**src/hw/rtl/tblu_ram.sv**
```systemverilog
// ----------------------------------------------------------------------------
// tblu_ram
// Generic single write port, single read port RAM with registered read.
// A read of the address written in the same cycle returns the old data.
// ----------------------------------------------------------------------------
module tblu_ram #(
    parameter int WIDTH = 8,
    parameter int DEPTH = 16
) (
    input  logic                     clk,
    input  logic                     wr_en,
    input  logic [$clog2(DEPTH)-1:0] wr_addr,
    input  logic [WIDTH-1:0]         wr_data,
    input  logic [$clog2(DEPTH)-1:0] rd_addr,
    output logic [WIDTH-1:0]         rd_data
);

    logic [WIDTH-1:0] mem [DEPTH];

    // write port and registered read port
    always_ff @(posedge clk)
    begin
        if (wr_en)
        begin
            mem[wr_addr] <= wr_data;
        end
        rd_data <= mem[rd_addr];
    end

endmodule

```
**config.mk**
```make
export PLATFORM = sky130hd
export DESIGN_NAME = tblu_ram
export DESIGN_NICKNAME = d
export VERILOG_FILES = /design/src/hw/rtl/tblu_ram.sv
export SDC_FILE = /design/constraint.sdc
export NUM_CORES = 1
export LEC_CHECK = 0
export BUFFER_PORTS_ARGS = -buffer_cell sky130_fd_sc_hd__buf_2
export CAP_MARGIN = 20
export CORE_MARGIN = 3
export CORE_UTILIZATION = 45
export DETAILED_ROUTE_END_ITERATION = 8
export GPL_ROUTABILITY_DRIVEN = 0
export SETUP_SLACK_MARGIN = 0.3
export SYNTH_ARGS = -nofsm -noshare
export SYNTH_HDL_FRONTEND = slang
export SYNTH_SLANG_ARGS = --single-unit
```
**constraint.sdc**
```tcl
create_clock -name clk -period 2.13 [get_ports clk]
set_input_delay 0.426 -clock clk [delete_from_list [all_inputs] [get_ports clk]]
set_output_delay 0.426 -clock clk [all_outputs]
set_load 0.02 [all_outputs]
```
==> impl_metrics.py <==
metrics = {
    "clock_network": {
        "clk_latency_ps": 400,
        "cts.sinks": 136,
        "cts_resized": 0,
        "cts_buffers": 17,
        "cts_root_buf": "clkbuf_16",
        "cts_tree": "done",
        "cts_max_path_buffers": 2,
        "path_clk_slew_ps": 50,
        "cts.hold.buffers_added": 0,
        "cts_max_level": 4,
        "cts_setup_buffers": 0,
    },
    "logic_synthesis": {
        "syn_area_per_cell_um2": 22.48,
        "synth_top_area_cell": "edfxtp_1",
        "synth_warnings": 0,
        "synth-main-ff-cell": "edfxtp_1",
        "synthCells": 229,
        "synth_edf_count": 128,
        "syn_area_mm2": 0.005147,
        "async_reset_ff_frac": 0,
        "synth-seq-cells": 136,
        "synth_top_area_share": 0.7467,
        "synthTopCellsByCount": "edfxtp_1 (128), mux4_2 (18), a22oi_1 (16), mux4_1 (14), nor2_1 (13)",
        "synth_most_common_cell": "edfxtp_1",
        "ys_types": 19,
        "yosysSeqAreaShare": 0.7778,
        "syn-num-nets": 247,
        "ys_top_cells_by_area": "edfxtp_1 (75%), mux4_2 (7.9%), mux4_1 (7.1%)",
    },
    "global_route": {
        "grt_pass1_wl_um": 15320,
        "grt_overflow": 0,
        "grt_max_degree": 33,
        "antenna_found_initial": 0,
        "grt.total_usage": 0.1703,
        "grt_pass1_vias": 2498,
    },
    "routing": {
        "via_per_inst": 5.601,
        "wl_per_cell_um": 22.24,
        "drt_iter0_drc": 150,
        "num_vias": 2470,
        "drtAntennaViolNets": 0,
        "drcViolationCount": 0,
        "first_pass_iters": 5,
        "wl_um": 9808,
    },
    "pwr": {
        "power.total_mw": 6.385,
        "ir_drop_uv": 467.8,
        "leakagePower_nw": 2.142,
        "powerDensity_mw_per_mm2": 1028,
    },
    "placement": {
        "io_buffers": 25,
        "pre_cts_ws_ps": 248.5,
        "hpwlAfterDp_um": 6313,
    },
    "setup_path": {
        "critical_path_required_ps": 2420,
        "startpoint_type": "input port",
        "path_max_fanout": 22,
        "slowest_stage": "mux4_1",
        "end_kind": "register",
        "crit_family": "multiplexers",
        "cp_num_buf_inv": 2,
        "crit_type": "in -> reg",
        "crit_chain": "buf_2 > buf_12 > mux4_1 > a22oi_1 > nand2_1",
        "arrival_ps": 1740,
        "slowest_delay_ps": 570,
    },
    "die": {
        "die_width_um": 113.0,
        "fp.dieH_um": 113.0,
        "core-area_mm2": 0.01103,
        "initial_utilization": 0.4667,
        "die_area_mm2": 0.01276,
        "rows": 38,
        "boundaryPins": 26,
    },
    "timing": {
        "clock_skew_ps": 7.268,
        "tns_ps": 0,
        "slew_viol_final": 0,
        "finalCriticalPeriod_ps": 1456,
        "fmax_mhz": 687.0,
        "setup_viol": 0,
        "hold_violations": 0,
        "post-route-period-util": 0.6834,
        "grt_setup_unrepaired": "false",
        "worst_pin_slew_ps": 460.7,
        "finalWorstSetupSlack_ps": 674.4,
        "relSlewSlack": 0.6929,
    },
    "final_layout": {
        "num-nets-final": 306,
        "fillers": 851,
        "drive_gt1_frac": 0.3289,
        "diodes": 0,
        "synthToLayoutAreaGrowth_pct": 20.71,
    },
    "flow_run": {
        "maxCapViolations": 0,
    },
    "run_status": {
        "status": "complete, no violations",
    },
    "min_path": {
        "hold_class": "in -> reg",
    },
}
routing by layer:
| layer | global-route usage | routed length (um) | up-vias |
|---|---|---|---|
| met5 | 0 | 0 | - |
| li1 | - | - | 1089 |
| met4 | 0.04808 | 121 | 0 |
| met2 | 0.2571 | 4694 | 84 |
| met3 | 0.05508 | 573 | 13 |
| met1 | 0.2413 | 4419 | 1284 |
worst reg2reg max path: cells and delay by family (launching register included):
kind | cells | cell delay (ps)
multiplexers | 1 | 490
flip-flops | 1 | 360
AO/OA/AOI/OAI | 1 | 330
AND/OR/NAND/NOR | 1 | 80
registers in the layout (all words and copies together) (netlist names):
name,count
mem,128
rd_data,8
power by group:
part           switching, mW  total, mW  internal (mW)
sequential            0.0176       3.01           2.99
combinational          0.173      0.298          0.124
clock                   1.01       3.08           2.06
metrics by stage:
stage / hold slack, ps / cell area (um2) / util / instances
final: 402.3 / 6213 / 0.5633 / 441
after detailed placement: 654.9 / 5579 / 0.5058 / 409
after CTS: 391.2 / 6213 / 0.5633 / 441
after global routing: 396.4 / 6213 / 0.5633 / 441
after global placement: 650.1 / 5579 / 0.5058 / 409
after floorplan: 524.9 / 5152 / - / 229
layout by cell type, fill, tap and decap left out, drive strengths merged:
cell,instances
a22oi,16
and2,1
and2b,1
buf,50
bufinv,5
clkbuf,18
clkinv,7
clkinvlp,2
dfxtp,8
edfxtp,128
mux4,32
nand2,9
nand2b,2
nand3,1
nand3b,2
nor2,13
nor2b,1
nor3,4
or3b,1
path summary, 6_finish.rpt:
kind | slack, ps | cells past startpoint | to | from
worst max-delay path | 670 | 5 | rd_data[3]$_DFF_P_ | rd_addr[0]
worst min-delay path | 400 | 1 | mem[6][0]$_DFFE_PP_ | wr_data[0]
worst max register to register | 750 | 3 | rd_data[3]$_DFF_P_ | mem[2][3]$_DFFE_PP_
worst min register to register | 660 | 3 | rd_data[3]$_DFF_P_ | mem[15][3]$_DFFE_PP_
cell families (layout without fill, tap and decap cells):
kind of cell | Yosys count | after routing | synth area share
AO/OA/AOI/OAI | 16 | 16 | 0.02334
buffers and inverters | 10 | 82 | 0.01677
multiplexers | 32 | 32 | 0.1502
flip-flops | 136 | 136 | 0.7778
AND/OR/NAND/NOR | 35 | 35 | 0.03184
layout make-up:
cell class	count	area [um2]	share of cell area
Clock buffer	18	429.2	0.06907
Sequential cell	136	4004	0.6444
Timing Repair Buffer	50	337.8	0.05437
Tap cell	140	175.2	0.02819
Multi-Input combinational cell	83	1062	0.1710
Clock inverter	14	205.2	0.03302
(Power assumes the default switching activity.)
