$ cat config.mk
export PLATFORM = sky130hd
export DESIGN_NAME = tblu_out_queue
export DESIGN_NICKNAME = d
export VERILOG_FILES = /design/src/hw/rtl/tblu_pkg.sv /design/src/hw/rtl/tblu_out_queue.sv
export SDC_FILE = /design/constraint.sdc
export NUM_CORES = 1
export LEC_CHECK = 0
export ABC_AREA = 1
export BUFFER_PORTS_ARGS = -buffer_cell sky130_fd_sc_hd__clkbuf_2
export CAP_MARGIN = 15
export CORE_MARGIN = 10
export CORE_UTILIZATION = 60
export DETAILED_ROUTE_END_ITERATION = 10
export PLACE_DENSITY = 0.83
export SETUP_SLACK_MARGIN = 0.05
export SLEW_MARGIN = 20
export SYNTH_ARGS = -nofsm -noshare
export SYNTH_HDL_FRONTEND = slang
export SYNTH_SLANG_ARGS = --single-unit
$ cat constraint.sdc
create_clock -name clk -period 4.6 [get_ports clk]
set_clock_uncertainty 0.05 [all_clocks]
set_input_delay 0.46 -clock clk [delete_from_list [all_inputs] [get_ports clk]]
set_output_delay 0.46 -clock clk [all_outputs]
set_load 0.02 [all_outputs]
$ cat src/hw/rtl/tblu_pkg.sv
// ----------------------------------------------------------------------------
// tblu_pkg
// Shared types and constants of the threshold boundary labeler: payload
// structs, label and command codes, register indexes and reset values.
// ----------------------------------------------------------------------------
package tblu_pkg;

    // default frame limits
    localparam int MAX_WIDTH_DEF  = 2048;
    localparam int MAX_HEIGHT_DEF = 4096;

    // configuration register widths
    localparam int THRESHOLD_W  = 9;
    localparam int IMG_WIDTH_W  = 12;
    localparam int IMG_HEIGHT_W = 13;
    localparam int CFG_INDEX_W  = 2;
    localparam int CFG_DATA_W   = 13;

    // result field widths
    localparam int OUT_ROW_W = 12;
    localparam int OUT_COL_W = 11;

    // result queue depth
    localparam int OUT_QUEUE_DEPTH = 4;

    // register reset values
    localparam logic [THRESHOLD_W-1:0]  THRESHOLD_RESET  = 9'd128;
    localparam logic [IMG_WIDTH_W-1:0]  IMG_WIDTH_RESET  = 12'd640;
    localparam logic [IMG_HEIGHT_W-1:0] IMG_HEIGHT_RESET = 13'd480;

    // register indexes
    typedef enum logic [CFG_INDEX_W-1:0] {
        REG_THRESHOLD    = 2'd0,
        REG_IMAGE_WIDTH  = 2'd1,
        REG_IMAGE_HEIGHT = 2'd2
    } cfg_reg_t;

    // input commands
    typedef enum logic {
        CMD_PIXEL = 1'b0,
        CMD_DRAIN = 1'b1
    } command_t;

    // pixel labels
    typedef enum logic [1:0] {
        LABEL_BACKGROUND = 2'd0,
        LABEL_BOUNDARY   = 2'd1,
        LABEL_INTERIOR   = 2'd2
    } label_t;

    typedef struct packed {
        command_t    command;
        logic [7:0]  pixel;
    } in_item_t;

    typedef struct packed {
        label_t                label;
        logic [OUT_ROW_W-1:0]  out_row;
        logic [OUT_COL_W-1:0]  out_col;
        logic                  end_of_frame;
    } out_item_t;

    // one result produced by the labeling logic in a cycle
    typedef struct packed {
        logic      valid;
        out_item_t item;
    } result_slot_t;

endpackage

$ cat src/hw/rtl/tblu_out_queue.sv
// ----------------------------------------------------------------------------
// tblu_out_queue
// Small result queue between the labeling logic and the output channel.
// Takes up to two results per cycle, hands out one per accepted request.
// ----------------------------------------------------------------------------
module tblu_out_queue #(
    parameter int DEPTH = tblu_pkg::OUT_QUEUE_DEPTH
) (
    input  logic                   clk,
    input  logic                   rst_n,
    input  tblu_pkg::result_slot_t slot_a,
    input  tblu_pkg::result_slot_t slot_b,
    output logic                   space,
    output logic                   out_valid,
    input  logic                   out_ready,
    output tblu_pkg::out_item_t    out_data
);

    localparam int PW = $clog2(DEPTH);
    localparam int NW = $clog2(DEPTH + 1);

    tblu_pkg::out_item_t entry_reg [DEPTH];

    logic [PW-1:0] wr_ptr_reg, wr_ptr_next;
    logic [PW-1:0] rd_ptr_reg, rd_ptr_next;
    logic [NW-1:0] count_reg, count_next;
    logic [PW-1:0] pos_b;
    logic          pop;

    function automatic logic [PW-1:0] ptr_inc(input logic [PW-1:0] p);
        logic [PW-1:0] r;
        if (32'(p) == DEPTH - 1)
        begin
            r = '0;
        end
        else
        begin
            r = p + 1'b1;
        end
        return r;
    endfunction

    // room for a full pair of results
    assign space     = 32'(count_reg) <= DEPTH - 2;
    assign out_valid = count_reg != '0;
    assign out_data  = entry_reg[rd_ptr_reg];
    assign pop       = out_valid && out_ready;

    // second result lands behind the first one if there is one
    assign pos_b = slot_a.valid ? ptr_inc(wr_ptr_reg) : wr_ptr_reg;

    // pointer and fill count update
    always_comb
    begin
        wr_ptr_next = wr_ptr_reg;
        rd_ptr_next = rd_ptr_reg;
        count_next  = count_reg;
        if (slot_a.valid)
        begin
            wr_ptr_next = ptr_inc(wr_ptr_reg);
        end
        if (slot_b.valid)
        begin
            wr_ptr_next = ptr_inc(pos_b);
        end
        if (pop)
        begin
            rd_ptr_next = ptr_inc(rd_ptr_reg);
        end
        count_next = count_reg + NW'(slot_a.valid) + NW'(slot_b.valid) - NW'(pop);
    end

    always_ff @(posedge clk or negedge rst_n)
    begin
        if (!rst_n)
        begin
            wr_ptr_reg <= '0;
            rd_ptr_reg <= '0;
            count_reg  <= '0;
        end
        else
        begin
            wr_ptr_reg <= wr_ptr_next;
            rd_ptr_reg <= rd_ptr_next;
            count_reg  <= count_next;
        end
    end

    // entry storage
    always_ff @(posedge clk)
    begin
        if (slot_a.valid)
        begin
            entry_reg[wr_ptr_reg] <= slot_a.item;
        end
        if (slot_b.valid)
        begin
            entry_reg[pos_b] <= slot_b.item;
        end
    end

endmodule

==> results of run 1 <==
## logic make-up after synthesis
kind of cell	share of synthesized area
AND/OR/NAND/NOR	0.143
XOR/XNOR	0.00148
AO/OA/AOI/OAI	0.171
buffers and inverters	0.0983
adder cells (fa/ha/maj)	0.0300
flip-flops	0.556
## cells in the mapped netlist
cell type / instances
nand2_1: 203
o21ai_1: 106
edfxtp_1: 104
inv_1: 88
o211ai_1: 33
buf_2: 29
o211ai_2: 19
ha_1: 11
dfrtp_1: 7
buf_6: 6
buf_4: 4
nand2_4: 4
nor2_1: 3
fa_1: 2
nand3_1: 2
inv_2: 1
inv_4: 1
nor3_1: 1
or2_1: 1
or2_2: 1
xnor2_1: 1
## where the power goes
group          leakage [nW]  total, mW  internal [mW]  switching (mW)
Sequential             1.06       1.64           1.47           0.166
Clock                0.0711      0.529          0.196           0.333
Combinational          1.86       1.65          0.530            1.12
## metrics by stage
| stage | hold WS, ns | instances | instance area (µm²) | util | worst slack, ns |
|---|---|---|---|---|---|
| 2_1_floorplan | 0.114 | 627 | 5930 | - | 2.16 |
| 3_3_place_gp | 0.255 | 806 | 6280 | 0.649 | 1.49 |
| 3_5_place_dp | 0.262 | 806 | 6290 | 0.649 | 1.36 |
| 4_1_cts | 0.298 | 823 | 6470 | 0.668 | 1.34 |
| 5_1_grt | 0.300 | 824 | 6500 | 0.672 | 1.38 |
| 6_report | 0.311 | 824 | 6500 | 0.672 | 1.58 |
## worst min path at each step
stage	start	to	depth (start not counted)
2_1_floorplan	rst_n	count_reg[0]	0
3_3_place_gp	rst_n	wr_ptr_reg[0]	1
3_5_place_dp	rst_n	wr_ptr_reg[1]	1
4_1_cts	out_ready	rd_ptr_reg[0]	3
5_1_grt	out_ready	rd_ptr_reg[0]	3
6_report	out_ready	rd_ptr_reg[1]	3
## layout by cell type (no fill, tap or decap), types with 4 or more instances in the layout
| cell | synthesis | final |
|---|---|---|
| dfrtp_1 | 7 | 5 |
| o21ai_1 | 106 | 106 |
| clkbuf_2 | 0 | 84 |
| nand2_1 | 203 | 200 |
| o211ai_2 | 19 | 19 |
| o211ai_1 | 33 | 33 |
| nand2_4 | 4 | 4 |
| ha_1 | 11 | 11 |
| edfxtp_1 | 104 | 104 |
| inv_1 | 88 | 88 |
| clkinvlp_4 | 0 | 5 |
| clkbuf_8 | 0 | 9 |
## worst max-delay path, delay by kind of cell, from the launching register on
kind                     cells  cell delay, ns
AO/OA/AOI/OAI                1            0.19
adder cells (fa/ha/maj)      2            0.56
buffers and inverters        2            0.47
flip-flops                   1            0.42
AND/OR/NAND/NOR              3            1.00
## metal layers
layer	vias up	share of wire	track usage
met2	158	0.50	0.314
met4	0	0.014	0.0626
met3	17	0.084	0.0458
li1	2216	-	-
met1	2016	0.40	0.220
met5	-	0	0
## cell type report
class	count	area, µm²	area share
repair buffers	87	465	0.0716
clock inverters	7	50.0	0.00769
flip-flops and latches	111	3300	0.508
clock buffers	9	124	0.0190
inverters	90	340	0.0523
well taps	133	166	0.0256
multi-input cells	387	2060	0.316
## timing repair
action / 4_1_cts / 5_1_grt
buffers inserted: 0 / 0
setup endpoints to repair: 0 / 0
hold buffers: 1 / 0
endpoints found under the hold margin: 7 / 0
==> reports/qor.yml, run 1 <==
clocking:
  clk_pin_slew_ns: 0.10
  cts.sinks: 111
  cts-buffers-inserted: 9
  clk_path_buf_depth: 2
  htreeDepth: 3
  cts_tree: "done"
  cts_root_buffer: "clkbuf_8"
  clk_latency_ns: 0.37
  post_cts_resize_count: 0
timing:
  relSlewSlack: 0.519
  hold_viol_final: 0
  setup_viol: 0
  max_freq_mhz: 331
  min_period_over_period: 0.656
  finalMaxSlewViolations: 0
  rsz0062_at_grt: "no"
  setup-tns-final_ns: 0
  finalCriticalPeriod_ns: 3.02
  tightest_slew_ns: 0.720
synthesis:
  synth.largest_area_cell: "edfxtp_1"
  synth_area_um2: 5930
  synth_seq_cells: 111
  synth_nets: 697
  ys_top_cells_by_area: "edfxtp_1, nand2_1, o21ai_1, inv_1, o211ai_1"
  synth_warnings: 0
  ys_seq_area_frac: 0.556
  yosysTopAreaCellShare: 0.527
  ys_types: 21
  syn_avg_cell_area_um2: 9.46
  syn_inst: 627
die:
  num_rows: 36
  io_pins: 85
  initial_core_util: 0.612
  dieArea_um2: 14300
  coreArea_um2: 9680
  die_h_um: 119
  dieWidth_um: 119
setup_path:
  start_kind: "register"
  cpMaxStageDelayCell: "nand2_1"
  worstPathArrival_ns: 3.04
  endpoint_kind: "register"
  critPathLaunch: "wr_ptr_reg[0]"
  crit_chain: "inv_1 > ha_1 > nand2_1 > o21ai_1 > ha_1 > nand2_4 > nand2_1 > buf_4"
  r2r_start: "wr_ptr_reg[0]"
  crit_fanout: 53
  cp.required_ns: 4.62
  max_stage_delay_ns: 0.63
  reg2reg_slack_ns: 1.58
  crit_type: "reg -> reg"
  cp-endpoint: "entry_reg[3][1]"
  reg2reg_to: "entry_reg[3][1]"
  ff2ff_path_depth: 8
finish:
  finalNetCount: 756
  drive_gt1_frac: 0.191
  syn2layout_area_growth_pct: 9.71
  fillCellCount: 733
  largest_reg_flops: 104
  diodes: 0
global_routing:
  grt_pass1_vias: 4448
  antenna_found_initial: 0
  track_usage: 0.183
  grt_max_degree: 108
  grt_pass1_wl_um: 21200
  grt-ovfl-total: 0
drt:
  drc: 0
  vias_per_cell: 5.35
  drt_wl_total_um: 13000
  ant_nets: 0
  first_pass_iters: 6
  wire_per_inst_um: 15.7
  first_iter_violations: 438
  route.vias.total: 4407
placed_design:
  gp_congestion: 0.809
  io_buffers: 84
  dp_hpwl_um: 8760
run:
  cap_violations: 0
power:
  power_mw: 3.82
  power.density_nw_per_um2: 587
  p_leak_nw: 2.99
  max-vdd-ir-drop_mv: 0.479
min_path:
  min_path_type: "in -> reg"
run_status:
  status: "complete, no violations"
Note: power is estimated with default switching activity, not from simulation.
==> run 2: changes to the inputs <==
Settings changed: CORE_UTILIZATION 60 to 58, PLACE_DENSITY 0.83 to 0.81.
Clock period 4.6 ns to 3.1 ns, I/O delays scaled along.
==> run 2 against run 1 <==
Global-route usage is 0.47 points higher. Sequential power grew 49%. Clock power rose by 52%. Wire length grew 4.1%. Die area rose by 2.9%. Sequential share of layout area fell by 0.58 points. Total power rose by 51%. Critical path depth up 1. Register-to-register slack lost 0.92 ns. First-iteration DRC count is 7.8% higher. Non-clock buffer count up 10. Largest power group unchanged.
==> reports/qor.yml, run 2 (synthesized netlist as in run 1, its figures left out) <==
setup_path:
  crit_fanout: 18  # was 53
  cp.required_ns: 3.10  # was 4.62 ns
  start_kind: "register"  # unchanged
  crit_type: "reg -> reg"  # unchanged
  endpoint_kind: "register"  # unchanged
  ff2ff_path_depth: 9  # was 8
  worstPathArrival_ns: 2.44  # was 3.04 ns
drt:
  drt_wl_total_um: 13500  # was 13000 µm
  ant_nets: 0  # unchanged
  first_pass_iters: 4  # was 6
  drc: 0  # unchanged
  wire_per_inst_um: 16.2  # was 15.7 µm
  vias_per_cell: 5.37  # was 5.35
  first_iter_violations: 472  # was 438
  route.vias.total: 4477  # was 4407
timing:
  setup-tns-final_ns: 0  # unchanged
  setup_viol: 0  # unchanged
  max_freq_mhz: 410  # was 331 MHz
  hold_viol_final: 0  # unchanged
  tightest_slew_ns: 0.743  # was 0.720 ns
  rsz0062_at_grt: "no"  # unchanged
  whs_ns: 0.152  # was 0.311 ns
  worst_slack_ns: 0.659  # was 1.58 ns
  finalMaxSlewViolations: 0  # unchanged
  relSlewSlack: 0.505  # was 0.519
  min_period_over_period: 0.787  # was 0.656
  finalCriticalPeriod_ns: 2.44  # was 3.02 ns
placed_design:
  dp_worst_setup_slack_ns: 0.662  # was 1.36 ns
  io_buffers: 84  # unchanged
  dp_hpwl_um: 9100  # was 8760 µm
  gp_congestion: 0.803  # was 0.809
power:
  power.density_nw_per_um2: 877  # was 587 nW/µm²
  p_leak_nw: 3.06  # was 2.99 nW
  max-vdd-ir-drop_mv: 0.616  # was 0.479 mV
die:
  initial_core_util: 0.601  # was 0.612
  io_pins: 85  # unchanged
  num_rows: 36  # unchanged
  dieWidth_um: 121  # was 119 µm
  coreArea_um2: 9860  # was 9680 µm²
  dieArea_um2: 14700  # was 14300 µm²
  die_h_um: 121  # was 119 µm
clocking:
  cts_tree: "done"  # unchanged
  clk_pin_slew_ns: 0.10  # about the same
  cts_root_buffer: "clkbuf_8"  # unchanged
  cts.sinks: 111  # unchanged
  cts-buffers-inserted: 9  # unchanged
  post_cts_resize_count: 0  # unchanged
  clk_latency_ns: 0.37  # about the same
  clk_path_buf_depth: 2  # unchanged
  htreeDepth: 3  # unchanged
finish:
  layout_commonest_cell: "nand2_1"  # unchanged
  largest_reg_flops: 104  # unchanged
  drive_gt1_frac: 0.197  # was 0.191
  syn2layout_area_growth_pct: 10.9  # was 9.71%
  diodes: 0  # unchanged
  finalNetCount: 766  # was 756
  final_cell_mix: "nand2_1, o21ai_1, edfxtp_1, inv_1, clkbuf_2"  # unchanged
min_path:
  hold_depth: 3  # unchanged
  min_path_type: "in -> reg"  # unchanged
global_routing:
  grt-ovfl-total: 0  # unchanged
  grt_pass1_wl_um: 22000  # was 21200 µm
  grt_pass1_vias: 4533  # was 4448
  grt_max_degree: 57  # was 108
  track_usage: 0.188  # was 0.183
  antenna_found_initial: 0  # unchanged
run_status:
  status: "complete, no violations"  # unchanged
run:
  cap_violations: 0  # unchanged
[run 2: critical path, stage by stage (launching register included)]
cell     delay, ns
dfrtp_1       0.43
inv_1         0.10
ha_1          0.29
nand2_1       0.07
o21ai_1       0.12
inv_1         0.12
ha_1          0.20
nand2_4       0.05
nand2_1       0.32
buf_4         0.36
[run 2: path summary, 6_finish.rpt]
check                           slack, ns          start               end
worst max register to register       0.66  wr_ptr_reg[0]  entry_reg[0][10]
min in group asynchronous            0.25          rst_n     wr_ptr_reg[1]
worst min register to register       0.58   count_reg[0]      count_reg[0]
worst max-delay path                 0.66  wr_ptr_reg[0]  entry_reg[0][10]
max in group asynchronous            2.55          rst_n     rd_ptr_reg[0]
worst min-delay path                 0.15      out_ready     rd_ptr_reg[0]
[run 2: per-layer routing]
layer  vias to the layer above  part of all wire  GRT usage
li1                       2228                 -          -
met1                      2095              0.39      0.214
met2                       142              0.53      0.333
met3                        12             0.071     0.0470
met4                         0             0.012     0.0656
met5                         -                 0          0
[run 2: layout make-up]
cell class | count | area, µm²
flip-flops and latches | 111 | 3300
clock inverters | 5 | 33.8
clock buffers | 11 | 141
repair buffers | 97 | 546
inverters | 90 | 340
well taps | 133 | 166
multi-input cells | 387 | 2050
fillers | 780 | 3290
[run 2: power by group]
group	internal, mW	switching (mW)
combinational	0.831	1.70
clock	0.314	0.491
sequential	2.17	0.262
[run 2: metrics by stage]
| step | area [µm²] | std cells | util | power (mW) |
|---|---|---|---|---|
| 6_report | 6580 | 834 | 0.667 | 5.77 |
| 5_1_grt | 6580 | 834 | 0.667 | 6.17 |
| 4_1_cts | 6580 | 834 | 0.667 | 5.81 |
| 3_5_place_dp | 6390 | 817 | 0.648 | 5.02 |
| 3_3_place_gp | 6390 | 817 | 0.648 | 4.90 |
| 2_1_floorplan | 5930 | 627 | - | 4.27 |
[run 2: repair_timing]
action,in CTS,in global routing
hold endpoints to repair,7,0
hold buffers,1,0
setup buffers,0,0
==> run 3: changes to the inputs <==
Clock period 3.1 ns to 2.35 ns, I/O delays scaled along.
==> run 3 against run 2 <==
Count of clock-buffer cells in the layout rose by 3. Worst hold slack got worse by 0.063 ns. Sequential power rose by 27%. Combinational power rose by 43%. Total power rose by 40%. Largest power group unchanged.
==> reports/qor.yml, run 3 (synthesized netlist as in run 1, its figures left out) <==
drt:
  first_iter_violations: 408  # was 472
  wl_met1_um: 5230  # was 5270 µm
  ant_nets: 0  # unchanged
  met3WireLength_um: 1090  # was 964 µm
  drc: 0  # unchanged
  route.vias.total: 4529  # was 4477
  vias_per_cell: 5.40  # was 5.37
  wl_met2_um: 6960  # was 7090 µm
  wire_per_inst_um: 16.0  # was 16.2 µm
  highest_layer: "met4"  # unchanged
  drt_wl_total_um: 13400  # was 13500 µm
  first_pass_iters: 5  # was 4
clocking:
  clk_latency_ns: 0.37  # about the same
  cts_tree: "done"  # unchanged
  htreeDepth: 3  # unchanged
  cts-buffers-inserted: 9  # unchanged
  cts_root_buffer: "clkbuf_8"  # unchanged
  clk_path_buf_depth: 2  # unchanged
  clk_pin_slew_ns: 0.10  # about the same
  cts.sinks: 111  # unchanged
finish:
  layout_commonest_cell: "nand2_1"  # unchanged
  final_cells: 838  # was 834
  finalNetCount: 770  # was 766
  drive_gt1_frac: 0.209  # was 0.197
  largest_reg_flops: 104  # unchanged
  final_cell_mix: "nand2_1, o21ai_1, edfxtp_1, inv_1, clkbuf_2"  # unchanged
  diodes: 0  # unchanged
  syn2layout_area_growth_pct: 14.5  # was 10.9%
die:
  die_h_um: 121  # unchanged
  coreArea_um2: 9860  # unchanged
  dieArea_um2: 14700  # unchanged
  dieWidth_um: 121  # unchanged
  io_pins: 85  # unchanged
  initial_core_util: 0.601  # unchanged
  num_rows: 36  # unchanged
setup_path:
  r2r_start: "count_reg[0]"  # was wr_ptr_reg[0]
  crit_type: "reg -> out"  # was reg -> reg
  critPathLaunch: "rd_ptr_reg[1]"  # was wr_ptr_reg[0]
  start_kind: "register"  # unchanged
  crit_fanout: 19  # was 18
  ff2ff_path_depth: 9  # unchanged
  reg2reg_slack_ns: 0.18  # was 0.66 ns
  worstPathArrival_ns: 1.92  # was 2.44 ns
  endpoint_kind: "output port"  # was register
  cp.required_ns: 2.07  # was 3.10 ns
power:
  p_clk_frac: 0.167  # was 0.140
  switchingPower_mw: 3.25  # was 2.45 mW
  power_mw: 8.07  # was 5.77 mW
  intPower_mw: 4.82  # was 3.32 mW
  seq_power_share: 0.384  # was 0.422
  max-vdd-ir-drop_mv: 0.794  # was 0.616 mV
  p_leak_nw: 3.15  # was 3.06 nW
  power.density_nw_per_um2: 1190  # was 877 nW/µm²
  swShare: 0.402  # was 0.425
  pwr-share-comb: 0.450  # was 0.438
timing:
  setup_viol: 0  # unchanged
  tightest_slew_ns: 0.541  # was 0.743 ns
  hold_viol_final: 0  # unchanged
  whs_ns: 0.0886  # was 0.152 ns
  min_period_over_period: 0.937
  relSlewSlack: 0.640  # was 0.505
  setup-tns-final_ns: 0  # unchanged
  worst_slack_ns: 0.148  # was 0.659 ns
  finalCriticalPeriod_ns: 2.20
  finalMaxSlewViolations: 0  # unchanged
  rsz0062_at_grt: "no"  # unchanged
  max_freq_mhz: 454
run:
  cap_violations: 0  # unchanged
min_path:
  hold_start: "out_ready"  # unchanged
  min_path_type: "in -> reg"  # unchanged
  hold_depth: 3  # unchanged
placed_design:
  dp.cells: 818  # was 817
  dp_hpwl_um: 8930  # was 9100 µm
  gp_congestion: 0.866  # was 0.803
  io_buffers: 84  # unchanged
  dp_worst_setup_slack_ns: 0.201  # was 0.662 ns
global_routing:
  grt-ovfl-total: 0  # unchanged
  grt_pass1_wl_um: 21900  # was 22000 µm
  grt_max_degree: 53  # was 57
  track_usage: 0.186  # was 0.188
  grt_pass1_vias: 4646  # was 4533
  antenna_found_initial: 0  # unchanged
run_status:
  status: "complete, no violations"  # unchanged
[run 3: layer usage]
metal	track usage	up-vias
met5	0	-
met4	0.0649	0
met3	0.0428	13
met2	0.334	179
met1	0.211	2101
li1	-	2236
[run 3: metrics by stage]
stage | cell area [µm²] | utilization
after floorplan | 5940 | -
after global placement | 6510 | 0.660
after detailed placement | 6510 | 0.660
after CTS | 6760 | 0.686
after global routing | 6790 | 0.688
final | 6790 | 0.688
[run 3: repair_timing]
item                       CTS  global route
hold endpoints to repair     7             0
buffers inserted             0             3
setup endpoints to repair    0            47
gates resized for setup      0             1
hold buffers                 1             0
[run 3: final cells by class]
type / instances / area, µm²
clock buffers: 14 / 183
clock inverters: 2 / 60.1
fillers: 745 / 3080
inverters: 90 / 340
multi-input cells: 387 / 2060
flip-flops and latches: 111 / 3300
well taps: 133 / 166
repair buffers: 101 / 676
[run 3: critical path, cell delays in order (launching register included)]
cell and delay (ns):
dfrtp_1 0.69, buf_4 0.38, o211ai_1 0.15, nand2_1 0.13
clkbuf_2 0.18
[run 3: power groups by stage]
stage	Combinational, mW	Sequential (mW)	Clock [mW]
floorplan	2.61	3.03	0
global placement	3.49	3.11	0
detailed placement	3.63	3.15	0
CTS	3.64	3.10	1.35
global route	4.03	3.15	1.42
finish	3.63	3.10	1.35
[run 3: path summary, 6_finish.rpt]
kind	endpoint
hold reg to reg	count_reg[2]
setup reg to reg	count_reg[2]
max in group asynchronous	rd_ptr_reg[0]
hold / removal	rd_ptr_reg[1]
min in group asynchronous	count_reg[2]
setup / recovery	out_data[25]
